$ cat config.mk
export PLATFORM = sky130hd
export DESIGN_NAME = button_press_classifier_flat
export DESIGN_NICKNAME = d
export VERILOG_FILES = /design/src/hw/rtl/bpc_pkg.sv /design/src/hw/rtl/bpc_ifs.sv /design/src/hw/rtl/bpc_csr.sv /design/src/hw/rtl/bpc_engine.sv /design/src/hw/rtl/button_press_classifier.sv /design/src/flat_wrapper.sv
export SDC_FILE = /design/constraint.sdc
export NUM_CORES = 1
export LEC_CHECK = 0
export BUFFER_PORTS_ARGS = -buffer_cell sky130_fd_sc_hd__buf_2
export CAP_MARGIN = 20
export CORE_AREA = 2 2 162 133
export DETAILED_ROUTE_END_ITERATION = 16
export DIE_AREA = 0 0 164 135
export HOLD_SLACK_MARGIN = 0.03
export SYNTH_ARGS = -nofsm -noshare
export SYNTH_HDL_FRONTEND = slang
export SYNTH_SLANG_ARGS = --single-unit
$ cat constraint.sdc
create_clock -name clock -period 6.26 [get_ports clock]
set_input_delay 0.626 -clock clock [delete_from_list [all_inputs] [get_ports clock]]
set_output_delay 0.626 -clock clock [all_outputs]
set_load 0.01 [all_outputs]
$ cat src/hw/rtl/bpc_pkg.sv
// ----------------------------------------------------------------------------
// Button press classifier package
// Shared widths, codes and types for the push-switch press classifier.
// ----------------------------------------------------------------------------
package bpc_pkg;

   localparam int TIMER_BITS_DEF = 16;
   localparam int CFG_W          = 16;
   localparam int CSR_IDX_W      = 2;
   localparam int ELAPSED_W      = 10;
   localparam int CODE_W         = 3;

   typedef enum logic [CSR_IDX_W-1:0] {
      REG_ACTIVE_LEVEL = 2'd0,
      REG_RELEASE_HOLD = 2'd1,
      REG_LONG_PRESS   = 2'd2,
      REG_EXTRA_LONG   = 2'd3
   } csr_index_type;

   typedef enum logic [CODE_W-1:0] {
      EV_NONE        = 3'd0,
      EV_PRESS_START = 3'd1,
      EV_SHORT_PRESS = 3'd2,
      EV_LONG_START  = 3'd3,
      EV_LONG_END    = 3'd4,
      EV_XLONG_START = 3'd5,
      EV_XLONG_END   = 3'd6
   } event_type;

   typedef enum logic [CODE_W-1:0] {
      PH_IDLE      = 3'd0,
      PH_PRESSED   = 3'd1,
      PH_RELEASED  = 3'd2,
      PH_LONG      = 3'd3,
      PH_LONG_END  = 3'd4,
      PH_XLONG     = 3'd5,
      PH_XLONG_END = 3'd6
   } phase_type;

   typedef struct packed {
      logic             active_level;
      logic [CFG_W-1:0] release_hold_ms;
      logic [CFG_W-1:0] long_press_ms;
      logic [CFG_W-1:0] extra_long_ms;
   } cfg_type;

endpackage

$ cat src/hw/rtl/bpc_ifs.sv
// ----------------------------------------------------------------------------
// Button press classifier channels
// Valid/ready channels for scan words in and classification words out.
// ----------------------------------------------------------------------------
interface bpc_req_if;
   logic                           valid;
   logic                           ready;
   logic                           switch_level;
   logic [bpc_pkg::ELAPSED_W-1:0]  ms_elapsed;

   modport source (output valid, output switch_level, output ms_elapsed, input ready);
   modport sink   (input valid, input switch_level, input ms_elapsed, output ready);
endinterface

interface bpc_rsp_if;
   logic                        valid;
   logic                        ready;
   logic [bpc_pkg::CODE_W-1:0]  event_code;
   logic [bpc_pkg::CODE_W-1:0]  press_state;

   modport source (output valid, output event_code, output press_state, input ready);
   modport sink   (input valid, input event_code, input press_state, output ready);
endinterface

$ cat src/hw/rtl/bpc_csr.sv
// ----------------------------------------------------------------------------
// Button press classifier control registers
// Holds the active level and the three timing thresholds.
// ----------------------------------------------------------------------------
module bpc_csr (
   input  logic                           clock,
   input  logic                           reset,
   input  logic                           csr_wr_en,
   input  logic [bpc_pkg::CSR_IDX_W-1:0]  csr_index,
   input  logic [bpc_pkg::CFG_W-1:0]      csr_wdata,
   output bpc_pkg::cfg_type               cfg
);
   import bpc_pkg::*;

   cfg_type cfg_ff;

   always_ff @(posedge clock) begin
      if (reset) begin
         cfg_ff.active_level    <= 1'b0;
         cfg_ff.release_hold_ms <= CFG_W'(50);
         cfg_ff.long_press_ms   <= CFG_W'(800);
         cfg_ff.extra_long_ms   <= '0;
      end else if (csr_wr_en) begin
         case (csr_index)
            REG_ACTIVE_LEVEL: cfg_ff.active_level    <= csr_wdata[0];
            REG_RELEASE_HOLD: cfg_ff.release_hold_ms <= csr_wdata;
            REG_LONG_PRESS:   cfg_ff.long_press_ms   <= csr_wdata;
            REG_EXTRA_LONG:   cfg_ff.extra_long_ms   <= csr_wdata;
            default: begin
            end
         endcase
      end
   end

   assign cfg = cfg_ff;

endmodule

$ cat src/hw/rtl/bpc_engine.sv
// ----------------------------------------------------------------------------
// Button press classifier engine
// Phase and hold timer registers with the per-scan transition logic.
// ----------------------------------------------------------------------------
module bpc_engine #(
   parameter int TIMER_BITS = bpc_pkg::TIMER_BITS_DEF
) (
   input  logic                           clock,
   input  logic                           reset,
   input  logic                           advance,
   input  logic                           switch_level,
   input  logic [bpc_pkg::ELAPSED_W-1:0]  ms_elapsed,
   input  bpc_pkg::cfg_type               cfg,
   output logic [bpc_pkg::CODE_W-1:0]     event_code_in,
   output logic [bpc_pkg::CODE_W-1:0]     press_state_in
);
   import bpc_pkg::*;

   localparam int SUM_BITS = ((TIMER_BITS > ELAPSED_W) ? TIMER_BITS : ELAPSED_W) + 1;
   localparam int CMP_BITS = (TIMER_BITS > CFG_W) ? TIMER_BITS : CFG_W;

   phase_type               phase_ff, phase_in;
   logic [TIMER_BITS-1:0]   timer_ff, timer_in;
   event_type               event_in;
   logic [SUM_BITS-1:0]     sum;
   logic [TIMER_BITS-1:0]   t;
   logic [CMP_BITS-1:0]     t_cmp;
   logic                    active;
   logic                    over_release;
   logic                    over_long;
   logic                    over_xlong;

   always_comb begin
      active       = (switch_level == cfg.active_level);
      sum          = SUM_BITS'(timer_ff) + SUM_BITS'(ms_elapsed);
      t            = (sum > SUM_BITS'({TIMER_BITS{1'b1}})) ? {TIMER_BITS{1'b1}}
                                                           : sum[TIMER_BITS-1:0];
      t_cmp        = CMP_BITS'(t);
      over_release = t_cmp > CMP_BITS'(cfg.release_hold_ms);
      over_long    = t_cmp > CMP_BITS'(cfg.long_press_ms);
      over_xlong   = (cfg.extra_long_ms != '0) && (t_cmp > CMP_BITS'(cfg.extra_long_ms));

      phase_in = phase_ff;
      timer_in = t;
      event_in = EV_NONE;
      case (phase_ff)
         PH_IDLE: begin
            if (active) begin
               phase_in = PH_PRESSED;
               timer_in = '0;
               event_in = EV_PRESS_START;
            end
         end
         PH_PRESSED: begin
            if (!active) begin
               phase_in = PH_RELEASED;
               timer_in = '0;
            end else if (over_long) begin
               phase_in = PH_LONG;
               event_in = EV_LONG_START;
            end
         end
         PH_RELEASED: begin
            if (!active && over_release) begin
               phase_in = PH_IDLE;
               timer_in = '0;
               event_in = EV_SHORT_PRESS;
            end
         end
         PH_LONG: begin
            if (!active) begin
               phase_in = PH_LONG_END;
               timer_in = '0;
            end else if (over_xlong) begin
               phase_in = PH_XLONG;
               event_in = EV_XLONG_START;
            end
         end
         PH_LONG_END: begin
            phase_in = PH_IDLE;
            timer_in = '0;
            event_in = EV_LONG_END;
         end
         PH_XLONG: begin
            if (!active) begin
               phase_in = PH_XLONG_END;
               timer_in = '0;
            end
         end
         PH_XLONG_END: begin
            phase_in = PH_IDLE;
            timer_in = '0;
            event_in = EV_XLONG_END;
         end
         default: begin
            phase_in = PH_IDLE;
         end
      endcase
   end

   always_ff @(posedge clock) begin
      if (reset) begin
         phase_ff <= PH_IDLE;
         timer_ff <= '0;
      end else if (advance) begin
         phase_ff <= phase_in;
         timer_ff <= timer_in;
      end
   end

   assign event_code_in  = CODE_W'(event_in);
   assign press_state_in = CODE_W'(phase_in);

endmodule

$ cat src/hw/rtl/button_press_classifier.sv
// ----------------------------------------------------------------------------
// Button press classifier
// Classifies push-switch scans into press, short, long and extra-long events.
// Path: input register for the scan word, then output register for its result word.
// Throughput: one scan word per cycle while the result channel is not stalled.
// Reset: synchronous; idle phase, zero timer, registers at their defaults.
// ----------------------------------------------------------------------------
module button_press_classifier #(
   parameter int TIMER_BITS = bpc_pkg::TIMER_BITS_DEF
) (
   input  logic                           clock,
   input  logic                           reset,
   bpc_req_if.sink                        req,
   bpc_rsp_if.source                      rsp,
   input  logic                           csr_wr_en,
   input  logic [bpc_pkg::CSR_IDX_W-1:0]  csr_index,
   input  logic [bpc_pkg::CFG_W-1:0]      csr_wdata
);
   import bpc_pkg::*;

   cfg_type                 cfg;
   logic                    in_valid_ff;
   logic                    in_switch_ff;
   logic [ELAPSED_W-1:0]    in_elapsed_ff;
   logic                    rsp_valid_ff;
   logic [CODE_W-1:0]       rsp_event_ff, rsp_event_in;
   logic [CODE_W-1:0]       rsp_state_ff, rsp_state_in;
   logic                    advance;

   assign advance   = in_valid_ff && (!rsp_valid_ff || rsp.ready);
   assign req.ready = !in_valid_ff || advance;

   bpc_csr u_csr (
      .clock     (clock),
      .reset     (reset),
      .csr_wr_en (csr_wr_en),
      .csr_index (csr_index),
      .csr_wdata (csr_wdata),
      .cfg       (cfg)
   );

   bpc_engine #(
      .TIMER_BITS (TIMER_BITS)
   ) u_engine (
      .clock          (clock),
      .reset          (reset),
      .advance        (advance),
      .switch_level   (in_switch_ff),
      .ms_elapsed     (in_elapsed_ff),
      .cfg            (cfg),
      .event_code_in  (rsp_event_in),
      .press_state_in (rsp_state_in)
   );

   always_ff @(posedge clock) begin
      if (reset) begin
         in_valid_ff <= 1'b0;
      end else if (req.ready) begin
         in_valid_ff <= req.valid;
      end
      if (req.valid && req.ready) begin
         in_switch_ff  <= req.switch_level;
         in_elapsed_ff <= req.ms_elapsed;
      end
   end

   always_ff @(posedge clock) begin
      if (reset) begin
         rsp_valid_ff <= 1'b0;
      end else if (!rsp_valid_ff || rsp.ready) begin
         rsp_valid_ff <= in_valid_ff;
      end
      if (advance) begin
         rsp_event_ff <= rsp_event_in;
         rsp_state_ff <= rsp_state_in;
      end
   end

   assign rsp.valid       = rsp_valid_ff;
   assign rsp.event_code  = rsp_event_ff;
   assign rsp.press_state = rsp_state_ff;

   a_reset_empty : assert property (@(posedge clock)
      $past(reset) |-> (!rsp.valid && !in_valid_ff))
      else $error("words present straight after reset");

   a_stall_only_when_full : assert property (@(posedge clock) disable iff (reset)
      (in_valid_ff && !advance) |-> (rsp.valid && !rsp.ready))
      else $error("input stage held without an output stall");

   a_state_code_used : assert property (@(posedge clock) disable iff (reset)
      rsp.valid |-> (rsp.press_state != 3'd7))
      else $error("unused phase code reported");

   a_press_start_state : assert property (@(posedge clock) disable iff (reset)
      (rsp.valid && rsp.event_code == EV_PRESS_START) |-> (rsp.press_state == PH_PRESSED))
      else $error("press start reported outside pressed phase");

   a_end_events_idle : assert property (@(posedge clock) disable iff (reset)
      (rsp.valid && (rsp.event_code == EV_SHORT_PRESS || rsp.event_code == EV_LONG_END
                     || rsp.event_code == EV_XLONG_END))
      |-> (rsp.press_state == PH_IDLE))
      else $error("closing event reported outside idle phase");

endmodule

$ cat src/flat_wrapper.sv
// flat-port wrapper written by rule: the top's interface ports become plain ports
module button_press_classifier_flat import bpc_pkg::*;
#(
   parameter int TIMER_BITS = bpc_pkg::TIMER_BITS_DEF
)
  (clock, reset, csr_wr_en, csr_index, csr_wdata, req_valid, req_switch_level, req_ms_elapsed, req_ready, rsp_valid, rsp_event_code, rsp_press_state, rsp_ready);
  bpc_req_if req_i ();
  bpc_rsp_if rsp_i ();
  input  logic clock;
  input  logic reset;
  input  logic csr_wr_en;
  input  logic [bpc_pkg::CSR_IDX_W-1:0] csr_index;
  input  logic [bpc_pkg::CFG_W-1:0] csr_wdata;
  input wire logic [$bits(req_i.valid)-1:0] req_valid;
  input wire logic [$bits(req_i.switch_level)-1:0] req_switch_level;
  input wire logic [$bits(req_i.ms_elapsed)-1:0] req_ms_elapsed;
  output wire logic [$bits(req_i.ready)-1:0] req_ready;
  output wire logic [$bits(rsp_i.valid)-1:0] rsp_valid;
  output wire logic [$bits(rsp_i.event_code)-1:0] rsp_event_code;
  output wire logic [$bits(rsp_i.press_state)-1:0] rsp_press_state;
  input wire logic [$bits(rsp_i.ready)-1:0] rsp_ready;
  assign req_i.valid = req_valid;
  assign req_i.switch_level = req_switch_level;
  assign req_i.ms_elapsed = req_ms_elapsed;
  assign req_ready = req_i.ready;
  assign rsp_valid = rsp_i.valid;
  assign rsp_event_code = rsp_i.event_code;
  assign rsp_press_state = rsp_i.press_state;
  assign rsp_i.ready = rsp_ready;
  button_press_classifier #(.TIMER_BITS(TIMER_BITS)) u_core (.clock(clock), .reset(reset), .req(req_i), .rsp(rsp_i), .csr_wr_en(csr_wr_en), .csr_index(csr_index), .csr_wdata(csr_wdata));
endmodule
== Yosys cells after proc, flatten, opt, wreduce, memory -nomap -nowiden ==
Cells that the tools add are included.

* Input port bits: 34
* Register bits: 87
* Latch bits: 0
* Logic and storage cells: 65
* Output and inout bits: 8
* Bits in read-only memories: 0
* Memories kept: 0
* Bits in writable memories: 0

* Add/subtract/negate cells: 1
* Multipliers: 0
* Multiplexer cells: 20
* Div/mod/pow operators: 0
* Shift-type cells: 0
* Bitwise logic cells: 0
* Reductions and logical operators: 18
* Eq/ne operators: 10
* Order comparisons: 4

{| class="wikitable"
|+ Operator list
! operator !! number
|-
| 16-bit 2-to-1 mux || 4
|-
| 16-bit case mux with 4 select lines || 1
|-
| 16-bit > comparator || 3
|-
| 3-bit 2-to-1 mux || 9
|-
| 3-bit case mux with 6 select lines || 1
|-
| 16-bit by 10-bit adder with 17-bit output || 1
|-
| 17-bit by 16-bit > comparator with 1-bit output (second input constant) || 1
|-
| 16-bit nonzero test || 1
|-
| 3-bit case mux with 5 select lines || 1
|-
| 3-bit equality test (second input constant) || 3
|-
| 2-bit AND reduction || 4
|-
| 3-bit by 2-bit equality test with 1-bit output (second input constant) || 2
|-
| 2-bit 2-to-1 mux || 3
|-
| 2-bit equality test (second input constant) || 2
|-
| 1-bit logical AND || 4
|-
| 3-bit by 1-bit equality test with 1-bit output (second input constant) || 1
|-
| 1-bit logical NOT || 3
|-
| 3-bit logical NOT || 1
|-
| 3-bit OR reduction || 1
|-
| 2-bit by 1-bit equality test with 1-bit output (second input constant) || 1
|-
| 2-bit logical NOT || 1
|-
| 1-bit logical OR || 2
|-
| 2-bit OR reduction || 1
|-
| 1-bit equality test || 1
|-
| 1-bit 2-to-1 mux || 1
|}

== Logic depth before layout (Yosys ltp) ==
Gate-level depths: netlist of run 1.

* Word-level depth: 8
* Gate-level depth with buffers: 21
* Mapped depth without buffers: 19

== Cells and area by module ==
Synthesis of run 1 repeated with hierarchy kept, for this count alone.

* Cell total of the unflattened synthesis: 618
* Area, all modules: 5566.6 um2

{| class="wikitable"
|+ Modules (own cells, without submodules)
! module !! times used !! sequential area each (um2) !! area each (um2) !! cells an instance
|-
| bpc_engine || 1 || 380.4 || 2931.6 || 404
|-
| bpc_csr || 1 || 980.9 || 2020.7 || 187
|-
| button_press_classifier || 1 || 550.5 || 614.3 || 27
|}

== Least setup slack after synthesis of run 1 ==
No wires, ideal clock.

* Path type: reg2reg
* From: register u_core.in_elapsed_ff[0]
* To: register u_core.u_engine.timer_ff[5]
* Cell stages (with the launch flop): 22
* Library setup time: 0.117 ns
* Data arrival time: 4.242 ns
* Path slack: 1.901 ns
* Buffers on the path: 2
* Period minus slack after synthesis: 4.359 ns
* Required time: 6.143 ns
* Cell sequence: edfxtp_1 -> ha_1 -> inv_1 -> fa_1 -> nand2b_1 -> a21oi_1 -> o31ai_4 -> a21oi_1 -> nand2b_2 -> buf_2 -> nand2_1 -> mux2_1 -> ha_1 -> nand4_1 -> nor4bb_1 -> a22oi_1 -> o211ai_1 -> a21o_1 -> a31oi_1 -> o31a_4 -> buf_6 -> a22o_1

* Longest elaborated chain between the ends: 7
* Elaborated cells between the ends (all ways): 9
* Classes of those cells: add/sub: 1; order compare: 2; mux: 5; reduce/logical: 1

{| class="wikitable"
|+ RTL lines
! item !! RTL line !! text
|-
| start: declaration || button_press_classifier.sv:24 || <nowiki>logic [ELAPSED_W-1:0] in_elapsed_ff;</nowiki>
|-
| start signal: assignment || button_press_classifier.sv:63 || <nowiki>in_elapsed_ff <= req.ms_elapsed;</nowiki>
|-
| 16-bit by 10-bit adder with 17-bit output * || bpc_engine.sv:35 || <nowiki>sum = SUM_BITS'(timer_ff) + SUM_BITS'(ms_elapsed);</nowiki>
|-
| 17-bit by 16-bit > comparator with 1-bit output || bpc_engine.sv:36 || <nowiki>t = (sum > SUM_BITS'({TIMER_BITS{1'b1}})) ? {TIMER_BITS{1'b1}}</nowiki>
|-
| 16-bit 2-to-1 mux * || bpc_engine.sv:36 ||
|-
| 16-bit > comparator || bpc_engine.sv:39 || <nowiki>over_release = t_cmp > CMP_BITS'(cfg.release_hold_ms);</nowiki>
|-
| 1-bit logical AND || bpc_engine.sv:64 || <nowiki>if (!active && over_release) begin</nowiki>
|-
| 16-bit 2-to-1 mux || bpc_engine.sv:64 ||
|-
| 16-bit case mux with 4 select lines * || bpc_engine.sv:46 || <nowiki>case (phase_ff)</nowiki>
|-
| end signal: assignment || bpc_engine.sv:107 || <nowiki>timer_ff <= timer_in;</nowiki>
|-
| end: declaration || bpc_engine.sv:23 || <nowiki>logic [TIMER_BITS-1:0] timer_ff, timer_in;</nowiki>
|}

Mark *: on every way between the ends. The rest lies on a longest branch, timed or not.
A chain may end at the register's enable or synchronous reset.

== Worst setup path in the final report of run 1 ==
* From: register u_core.in_elapsed_ff[0]
* To: register u_core.u_engine.timer_ff[15]

Same word-level chain as after synthesis.

==> impl_metrics.toml, run 1 <==
[timing]
drv_slew = 0
setup_viol = 0
fin_crit_ps = 4870
fmax_mhz = 205
max_slew_margin_pct = 50.8
final.setup.tns_ps = 0
skew_ps = 7.72
rsz0062_at_grt = "no"
fin_crit_sh_pct = 77.8
hold_violations = 0
tightest_slew_ps = 738

[synth]
synth_top_cell_by_area = "dfxtp_1"
yosysSeqAreaShare_pct = 37.9
synth-seq-cells = 87
syn_avg_cell_area_um2 = 8.40
synth-edff-count = 17
synthMuxAreaShare_pct = 0.719
syn_nets = 691
ys_types = 63
yosys.area_share.simple_pct = 19.9
netlist_area_um2 = 5050
yosys.area_share.adder_pct = 14.2
yosysWarnings = 0
synth-compound-area-share_pct = 19.3
synthXorXnorAreaFrac_pct = 1.91
synth_commonest_cells = "nand2_1, dfxtp_1, a21oi_1"
synth.most_common_cell = "nand2_1"
synth.area.top_cells = "dfxtp_1, ha_1, edfxtp_1"
synthFlopType = "dfxtp_1"
yosys.area.top_type_share_pct = 27.8
synth_top_family_by_area = "simple AND/OR/NAND/NOR gates"
synthArstFlopShare_pct = 0
synthCells = 601

[run]
cap_violations = 0

[floorplan]
num_io_pins = 42
fp.coreArea_um2 = 20400
start_util_pct = 24.7
rows = 47
die_area_um2 = 22100
die_h_um = 135
dieWidth_um = 164

[clock_network]
clock_latency_ps = 360
clockBufferDepth = 2
cts_hold_buffers = 0
cts_tree = "yes"
cts_resized = 0
clk_pin_slew_ps = 60
htree_levels = 3
post_cts_buffers = 0
cts_made_buffers = 9
cts_sinks = 87
cts_root_buf = "clkbuf_16"

[final_layout]
drive_above_1_share_pct = 10.3
multiInputGateArea_um2 = 2830
areaGrowthSynthToFinish_pct = 14.9
nets = 726
design_area_um2 = 5800
fillCellCount = 2173
ff_latch_area_um2 = 1910
diodes = 0

[critical_path]
crit_path_end_kind = "register"
crit_path_start_kind = "register"
critPathMaxFanout = 16
reg2reg_slack_ps = 1390
worst_ep_required_time_ps = 6500
timing.rr.end = "u_core.u_engine.timer_ff[15]$_SDFFE_PP0P_"
path_class = "reg2reg"
cp.arrival_ps = 5110
ff2ff_path_depth = 19
timing.rr.start = "u_core.in_elapsed_ff[0]$_DFFE_PP_"

[hold_path]
hold_path.class = "in2reg"
whs_path_depth = 1
holdPathEnd = "u_core.in_elapsed_ff[5]$_DFFE_PP_"
worstHoldStart = "req_ms_elapsed[5]"

[global_route]
antenna_found_initial = 0
grt_max_degree = 57
top_usage_layer = "met1"
grt_use_met1_pct = 18.3
use_met2_pct = 18.0
grt_pass1_wl_um = 21600
grtUsageMet3_pct = 3.13
gr-total-overflow = 0
grt_pass1_vias = 4176
grt_use_total_pct = 12.5

[power]
peakVddDrop_v = 0.000113
p_per_area_nw_per_um2 = 235
p_total_w = 0.00136
p_leak_nw = 2.35

[placed_design]
placed_cell_area_um2 = 5510
hpwlAfterDp_um = 9860
routabilityCongestion = 0.873
portBuffers = 41

[detailed_routing]
routed_wl_um = 12800
drt-wirelength-per-cell_um = 14.1
first_pass_iters = 5
vias_per_cell = 4.63
vias = 4209
drc_errors = 0
drt_iter0_markers = 260
route.antenna.remaining_nets = 0

[run_status]
status = "completed"
[per-layer routing]
layer	vias up	wire, um
met5	-	0
li1	2170	-
met1	1933	6720
met3	17	662
met4	0	176
met2	89	5280
[how the worst max path moves through the flow]
stage	from	endpoint	slack, ps
4_1_cts	u_core.in_elapsed_ff[0]$_DFFE_PP_	u_core.u_engine.timer_ff[7]$_SDFFE_PP0P_	1440
6_report	u_core.in_elapsed_ff[0]$_DFFE_PP_	u_core.u_engine.timer_ff[15]$_SDFFE_PP0P_	1390
2_1_floorplan	u_core.in_elapsed_ff[0]$_DFFE_PP_	u_core.u_engine.timer_ff[5]$_SDFFE_PP0P_	1900
3_5_place_dp	u_core.in_elapsed_ff[0]$_DFFE_PP_	u_core.u_engine.timer_ff[7]$_SDFFE_PP0P_	1460
3_3_place_gp	u_core.in_elapsed_ff[0]$_DFFE_PP_	u_core.u_engine.timer_ff[0]$_SDFFE_PP0P_	1550
5_1_grt	u_core.in_elapsed_ff[0]$_DFFE_PP_	u_core.u_engine.timer_ff[15]$_SDFFE_PP0P_	940
[logic make-up after synthesis]
family	Yosys count
multiplexers	3
adder cells (fa/ha/maj)	57
AND/OR/NAND/NOR	219
flip-flops	87
AO/OA/AOI/OAI	146
buffers and inverters	78
XOR/XNOR	11
[sequential cells by signal (all words and copies together) (netlist names)]
signal and count:
u_core.u_engine.timer_ff 16, u_core.rsp.press_state 3, u_core.rsp.event_code 3, u_core.u_csr.cfg 49, u_core.in_switch_ff 1, u_core.in_elapsed_ff 10, u_core.rsp.valid 1, u_core.in_valid_ff 1
u_core.u_engine.phase_ff 3
[area by class of cell]
class / instances / share of cell area, %
clock buffer: 14 / 4.55
clock inverter: 2 / 0.237
inverter: 58 / 3.75
multi-input combinational: 436 / 48.8
sequential: 87 / 33.0
tap: 269 / 5.80
timing repair buffer: 44 / 3.93
[through the flow]
stage,cells,hold WS (ps),setup slack (ps),utilization (%)
6_report,910,444,1390,28.4
5_1_grt,910,434,937,28.4
4_1_cts,909,439,1440,28.4
3_5_place_dp,893,448,1460,27.0
3_3_place_gp,893,444,1550,27.0
2_1_floorplan,601,436,1900,-
[where the power goes]
part | internal, W | switching, W | total, W
registers | 0.000595 | 0.0000139 | 0.000609
logic | 0.0000966 | 0.000146 | 0.000242
clock network | 0.000291 | 0.000218 | 0.000509
[placed cells by master, fill, tap and decap left out, types with 4 or more instances in the layout]
cell type	count
a22o_1	16
ha_1	55
xnor2_1	7
o21ai_0	10
edfxtp_1	17
dfxtp_1	70
nand4_1	10
buf_2	41
nand3_1	10
nand3b_1	5
a211oi_1	4
a21o_1	14
xor2_1	4
inv_1	58
a21oi_1	66
nor2_1	32
nor3_1	6
clkbuf_16	9
nand2_1	119
a211o_1	4
nor4_1	6
nand2b_1	5
[worst max-delay path, cell delays in order, from the launching register on]
cell	delay, ps
edfxtp_1	370
ha_1	210
inv_1	70
fa_1	180
nand2b_1	130
a21oi_1	130
o31ai_4	470
a21oi_1	230
nand2b_2	230
nand2_1	80
mux2_1	360
ha_1	320
nand4_1	190
nor4bb_1	610
a22oi_1	140
o211ai_1	120
a21o_1	150
a31oi_1	110
o31a_4	390
a22o_1	260
(Power assumes the default switching activity.)
==> inputs of run 2 (changes only) <==
==> constraint.sdc (replaced) <==
create_clock -name clock -period 4.4 [get_ports clock]
set_input_delay 0.44 -clock clock [delete_from_list [all_inputs] [get_ports clock]]
set_output_delay 0.44 -clock clock [all_outputs]
set_load 0.01 [all_outputs]
==> run 2 against run 1 <==
  * Setup slack got worse by 1300 ps
  * Largest cell class unchanged
  * Largest power group unchanged
  * Fmax increased by 13%
  * Worst hold slack got worse by 170 ps
==> impl_metrics.toml, run 2 (synthesized netlist as in run 1, its figures left out) <==
[run_status]
status = "completed"

[timing]
skew_ps = 9.08
fin_crit_ps = 4290
hold_violations = 0
max_slew_margin_pct = 45.1
fin_crit_sh_pct = 97.5
timing.final.ws_setup_ps = 110
drv_slew = 0
rsz0062_at_grt = "yes"
fmax_mhz = 233
tightest_slew_ps = 824
setup_viol = 0

[power]
p_sw_share_pct = 28.1
pwr-share-comb_pct = 20.7
p_clk_share_pct = 36.6
switching_power_w = 0.000572
p_seq_share_pct = 42.7
p_total_w = 0.00203
power.internal_w = 0.00146
p_leak_nw = 2.54
peakVddDrop_v = 0.000159
p_per_area_nw_per_um2 = 322

[global_route]
grt_use_met1_pct = 18.1
grt_pass1_wl_um = 21800
gr-total-overflow = 0
grt_pass1_vias = 4279
grt_use_total_pct = 12.4
grt_max_degree = 57
use_met2_pct = 18.8
grtUsageMet3_pct = 2.58
top_usage_layer = "met2"
antenna_found_initial = 0

[critical_path]
crit_buf_inv = 3
worst_ep_required_time_ps = 4630
cp.arrival_ps = 4520
max_stage_delay_ps = 440
path_class = "reg2reg"
crit_path_end_kind = "register"
crit_path_top_delay_cell = "o31a_4"
crit_family = "compound AO/OA/AOI/OAI gates"
critPathMaxFanout = 8
crit_path_start_kind = "register"
worstPathCellList = "ha_4 -> a21o_1 -> buf_6 -> o31ai_4 -> o21bai_1 -> a21oi_2 -> buf_4 -> xor2_1 -> nand2_2 -> ha_4 -> nand4_1 -> buf_6 -> nor4bb_4 -> a22oi_1 -> o211ai_1 -> a21o_1 -> a31oi_4 -> o31a_4 -> a22o_1"

[clock_network]
cts_sinks = 87
clockBufferDepth = 2
clk_pin_slew_ps = 60
clock_latency_ps = 340
cts_tree = "yes"
htree_levels = 3
cts_root_buf = "clkbuf_16"
cts_made_buffers = 9

[placed_design]
placed_cells = 913
hpwlAfterDp_um = 10000
portBuffers = 41
routabilityCongestion = 0.888
pre_cts_slack_ps = -158

[final_layout]
nets = 755
areaGrowthSynthToFinish_pct = 24.8
drive_above_1_share_pct = 20.6
diodes = 0
final_cell_mix = "nand2_1, dfxtp_1, a21oi_1"
largest_reg_flops = 49
final_cells = 939
mostFrequentLayoutCell = "nand2_1"

[floorplan]
fp.coreArea_um2 = 20400
rows = 47
start_util_pct = 24.7
num_io_pins = 42
die_area_um2 = 22100
die_h_um = 135
dieWidth_um = 164

[detailed_routing]
routed_wl_um = 13600
vias_per_cell = 4.71
drc_errors = 0
drt-wirelength-per-cell_um = 14.5
drt_iter0_markers = 309
first_pass_iters = 4
route.antenna.remaining_nets = 0
vias = 4422

[hold_path]
hold_path.class = "in2reg"

[run]
cap_violations = 0
==> run 2: cell type report <==
class	count	area, um^2
Clock inverter	4	27.5
Multi-Input combinational cell	437	3090
Fill cell	2121	14100
Inverter	58	218
Clock buffer	12	267
Timing Repair Buffer	72	449
Sequential cell	87	1910
Tap cell	269	337
==> run 2: worst reg2reg max path, cell delays in order (launching register included) <==
cell and delay [ps]:
edfxtp_1 430, ha_4 240, a21o_1 200, buf_6 130
o31ai_4 280, o21bai_1 130, a21oi_2 260, buf_4 160
xor2_1 160, nand2_2 160, ha_4 310, nand4_1 80
buf_6 150, nor4bb_4 300, a22oi_1 110, o211ai_1 110
a21o_1 160, a31oi_4 120, o31a_4 450, a22o_1 230
==> run 2: metrics by stage <==
| stage | utilization, % | instance area [um^2] | TNS, ps | hold slack [ps] |
|---|---|---|---|---|
| after floorplan | - | 5050 | 0 | 436 |
| after global placement | 27.7 | 5660 | -102 | 443 |
| after detailed placement | 27.8 | 5670 | -464 | 448 |
| after CTS | 29.4 | 5990 | 0 | 264 |
| after global routing | 30.9 | 6300 | -548 | 264 |
| final | 30.9 | 6300 | 0 | 271 |
==> run 2: per-layer routing <==
| metal | vias up | share of wire [%] | routed length, um |
|---|---|---|---|
| met4 | 0 | 0.82 | 112 |
| met2 | 83 | 43 | 5790 |
| met1 | 2097 | 52 | 7110 |
| met3 | 9 | 4.2 | 573 |
| met5 | - | 0 | 0 |
| li1 | 2233 | - | - |
==> run 2: power by group through the flow <==
| stage | Combinational [W] | Sequential, W | Clock (W) |
|---|---|---|---|
| after global routing | 0.000473 | 0.000871 | 0.000797 |
| after global placement | 0.000359 | 0.000883 | 0 |
| after floorplan | 0.000243 | 0.000878 | 0 |
| after detailed placement | 0.000364 | 0.000883 | 0 |
| final | 0.000421 | 0.000867 | 0.000744 |
| after CTS | 0.000374 | 0.000866 | 0.000759 |
==> run 2: worst paths after layout <==
check | from | endpoint | slack, ps | cells past startpoint
max reg2reg | u_core.in_elapsed_ff[7]$_DFFE_PP_ | u_core.u_engine.timer_ff[7]$_SDFFE_PP0P_ | 110 | 19
max | u_core.in_elapsed_ff[7]$_DFFE_PP_ | u_core.u_engine.timer_ff[7]$_SDFFE_PP0P_ | 110 | 19
min reg2reg | u_core.u_csr.cfg[30]$_SDFFE_PP0P_ | u_core.u_csr.cfg[30]$_SDFFE_PP0P_ | 450 | 2
min | req_ms_elapsed[3] | u_core.in_elapsed_ff[3]$_DFFE_PP_ | 270 | 1
==> run 2: timing repair <==
item                                    CTS  global route
hold buffers                              0             0
pin swaps                                 1            34
setup buffers                             1             9
endpoints found under the setup margin   19            22
gates cloned                              0             1
resized for setup                         7            43
==> inputs of run 3 (changes only) <==
--- a/config.mk
+++ b/config.mk
@@ -5,11 +5,12 @@
 export SDC_FILE = /design/constraint.sdc
 export NUM_CORES = 1
 export LEC_CHECK = 0
+export ABC_AREA = 1
 export BUFFER_PORTS_ARGS = -buffer_cell sky130_fd_sc_hd__buf_2
 export CAP_MARGIN = 20
-export CORE_AREA = 2 2 162 133
+export CORE_AREA = 2 2 164 134
 export DETAILED_ROUTE_END_ITERATION = 16
-export DIE_AREA = 0 0 164 135
+export DIE_AREA = 0 0 166 136
 export HOLD_SLACK_MARGIN = 0.03
 export SYNTH_ARGS = -nofsm -noshare
 export SYNTH_HDL_FRONTEND = slang
==> run 3 against run 2 <==
  * First-iteration DRC count shrank 16%
  * Clock power is 4.6% higher
  * Global-route usage shrank 0.48 points
  * Setup slack gained 420 ps
  * Synthesized area up 2.5%
  * Fmax grew 11%
  * Design area shrank 5.0%
  * Sequential cell count stayed put
  * Critical path depth is 8 higher
  * Highest routed layer unchanged
  * Wire length is 5.7% lower
  * Critical endpoint is now u_core.u_engine.timer_ff[15]$_SDFFE_PP0P_
  * Die area is 2.0% higher
  * Cell count grew 6.4%
==> impl_metrics.toml, run 3 <==
[power]
power.internal_w = 0.00146
p_leak_nw = 2.66
switching_power_w = 0.000588
p_seq_share_pct = 42.5
p_per_area_nw_per_um2 = 341
p_sw_share_pct = 28.8
pwr-share-comb_pct = 19.4
p_clk_share_pct = 38.1
peakVddDrop_v = 0.000152

[placed_design]
placed_cell_area_um2 = 5650
portBuffers = 41
placed_cells = 982
routabilityCongestion = 0.825
hpwlAfterDp_um = 9790

[global_route]
grt_pass1_wl_um = 21300
grt_max_degree = 49
grt_use_total_pct = 12.0
grt_pass1_vias = 4098
antenna_found_initial = 0
gr-total-overflow = 0

[floorplan]
die_area_um2 = 22600
dieWidth_um = 166
num_io_pins = 42
die_h_um = 136
rows = 48
start_util_pct = 24.6
fp.coreArea_um2 = 21100

[final_layout]
drive_above_1_share_pct = 13.4
diodes = 0
finish.utilization_pct = 28.4
final_cells = 999
multiInputGateArea_um2 = 2800
largest_reg_flops = 49
fillCellCount = 2270
final_cell_mix = "nand2_1, inv_1, a21oi_1"
nets = 809
mostFrequentLayoutCell = "nand2_1"
design_area_um2 = 5990
ff_latch_area_um2 = 1910
areaGrowthSynthToFinish_pct = 15.7

[synth]
yosys.area.top_type_share_pct = 27.1
synth-seq-cells = 87
netlist_area_um2 = 5180
synth_top_cell_by_area = "dfxtp_1"
yosysWarnings = 0
synth_commonest_cells = "nand2_1, inv_1, a21oi_1"
synth.most_common_cell = "nand2_1"
syn_nets = 773
synth-edff-count = 17
syn_avg_cell_area_um2 = 7.58
synthCells = 683
synthFlopType = "dfxtp_1"
synthArstFlopShare_pct = 0
synth.area.top_cells = "dfxtp_1, ha_1, edfxtp_1"
yosysSeqAreaShare_pct = 36.9
ys_types = 37

[critical_path]
ff2ff_path_depth = 27
cp.arrival_ps = 4150
crit_path_start_kind = "register"
crit_cells = 27
critPathMaxFanout = 16
crit_buf_inv = 6
crit_family = "simple AND/OR/NAND/NOR gates"
max_stage_delay_ps = 380
worst_ep_required_time_ps = 4680
crit_path_top_delay_cell = "edfxtp_1"
path_class = "reg2reg"
crit_path_end_kind = "register"
crit_top_cell = "inv_1"

[clock_network]
clock_latency_ps = 360
cts_hold_buffers = 0
htree_levels = 3
cts_sinks = 87
clk_pin_slew_ps = 60
clockBufferDepth = 2
cts_tree = "yes"
cts_root_buf = "clkbuf_16"
cts_made_buffers = 9
post_cts_buffers = 0
cts_resized = 0

[timing]
drv_slew = 0
max_slew_margin_pct = 46.9
tightest_slew_ps = 795
hold_violations = 0
final.setup.tns_ps = 0
fmax_mhz = 259
fin_crit_sh_pct = 87.8
skew_ps = 10.4
rsz0062_at_grt = "no"
setup_viol = 0
hold_slack_ps = 260
fin_crit_ps = 3860

[detailed_routing]
vias = 4369
routed_wl_um = 12800
route.antenna.remaining_nets = 0
drt-wirelength-per-cell_um = 12.8
drt_iter0_markers = 260
first_pass_iters = 6
drc_errors = 0
vias_per_cell = 4.37

[hold_path]
hold_path.class = "in2reg"
whs_path_depth = 1

[run_status]
status = "completed"

[run]
cap_violations = 0
## run 3: metal layers
metal	up-vias	track usage, %	routed length (um)
met5	-	0	0
met4	0	4.59	262
met3	19	2.65	519
met2	71	17.2	5160
met1	1944	17.3	6870
li1	2335	-	-
## run 3: worst register-to-register path: stages, from the launching register on
cell      delay [ps]
edfxtp_1         380
ha_1             210
inv_1             80
fa_1             200
inv_1             50
nand2_1           50
nand2_1           80
nand3_2           90
nand2_4           80
inv_1             70
o22ai_2           90
nand2_4          180
inv_1            110
nor3_1           320
inv_1            150
ha_1             340
nand4_1          120
inv_1             70
nand3_1           90
nor2_1           140
nand2_1           70
nor2_1           100
nor2_1            50
nand2_2          140
nand2_2           90
nand2_4          230
nand2_1          100
a21oi_1          130
## run 3: logic make-up after synthesis
kind of cell	synth area share, %
simple gates	20.7
buf+inv	9.04
flops	36.9
xor+xnor	1.35
compound gates	18.3
fa+ha+maj	13.7
## run 3: cell type report
cell class                 instances  area share (%)
multi-input combinational        476            46.8
sequential                        87            31.9
inverter                         101            6.33
tap                              275            5.74
clock buffer                      14            4.93
timing repair buffer              44            4.14
clock inverter                     2           0.167
## run 3: worst paths after layout
check                               startpoint                                         to  slack, ps
max          u_core.in_elapsed_ff[0]$_DFFE_PP_  u_core.u_engine.timer_ff[15]$_SDFFE_PP0P_        540
min                          req_ms_elapsed[6]          u_core.in_elapsed_ff[6]$_DFFE_PP_        260
max reg2reg  u_core.in_elapsed_ff[0]$_DFFE_PP_  u_core.u_engine.timer_ff[15]$_SDFFE_PP0P_        540
min reg2reg  u_core.u_csr.cfg[18]$_SDFFE_PP0P_          u_core.u_csr.cfg[18]$_SDFFE_PP0P_        460
## run 3: metrics by stage
stage          setup WS (ps)  power (W)
2_1_floorplan           1200    0.00117
3_3_place_gp             547    0.00128
3_5_place_dp             440    0.00128
4_1_cts                  422    0.00206
5_1_grt                 72.7    0.00215
6_report                 535    0.00204
## run 3: power by group through the flow
stage	registers, W	clock network (W)	logic, W
final	0.000869	0.000778	0.000396
after global routing	0.000873	0.000825	0.000455
after CTS	0.000869	0.000800	0.000394
after detailed placement	0.000887	0	0.000391
after global placement	0.000886	0	0.000389
after floorplan	0.000885	0	0.000285
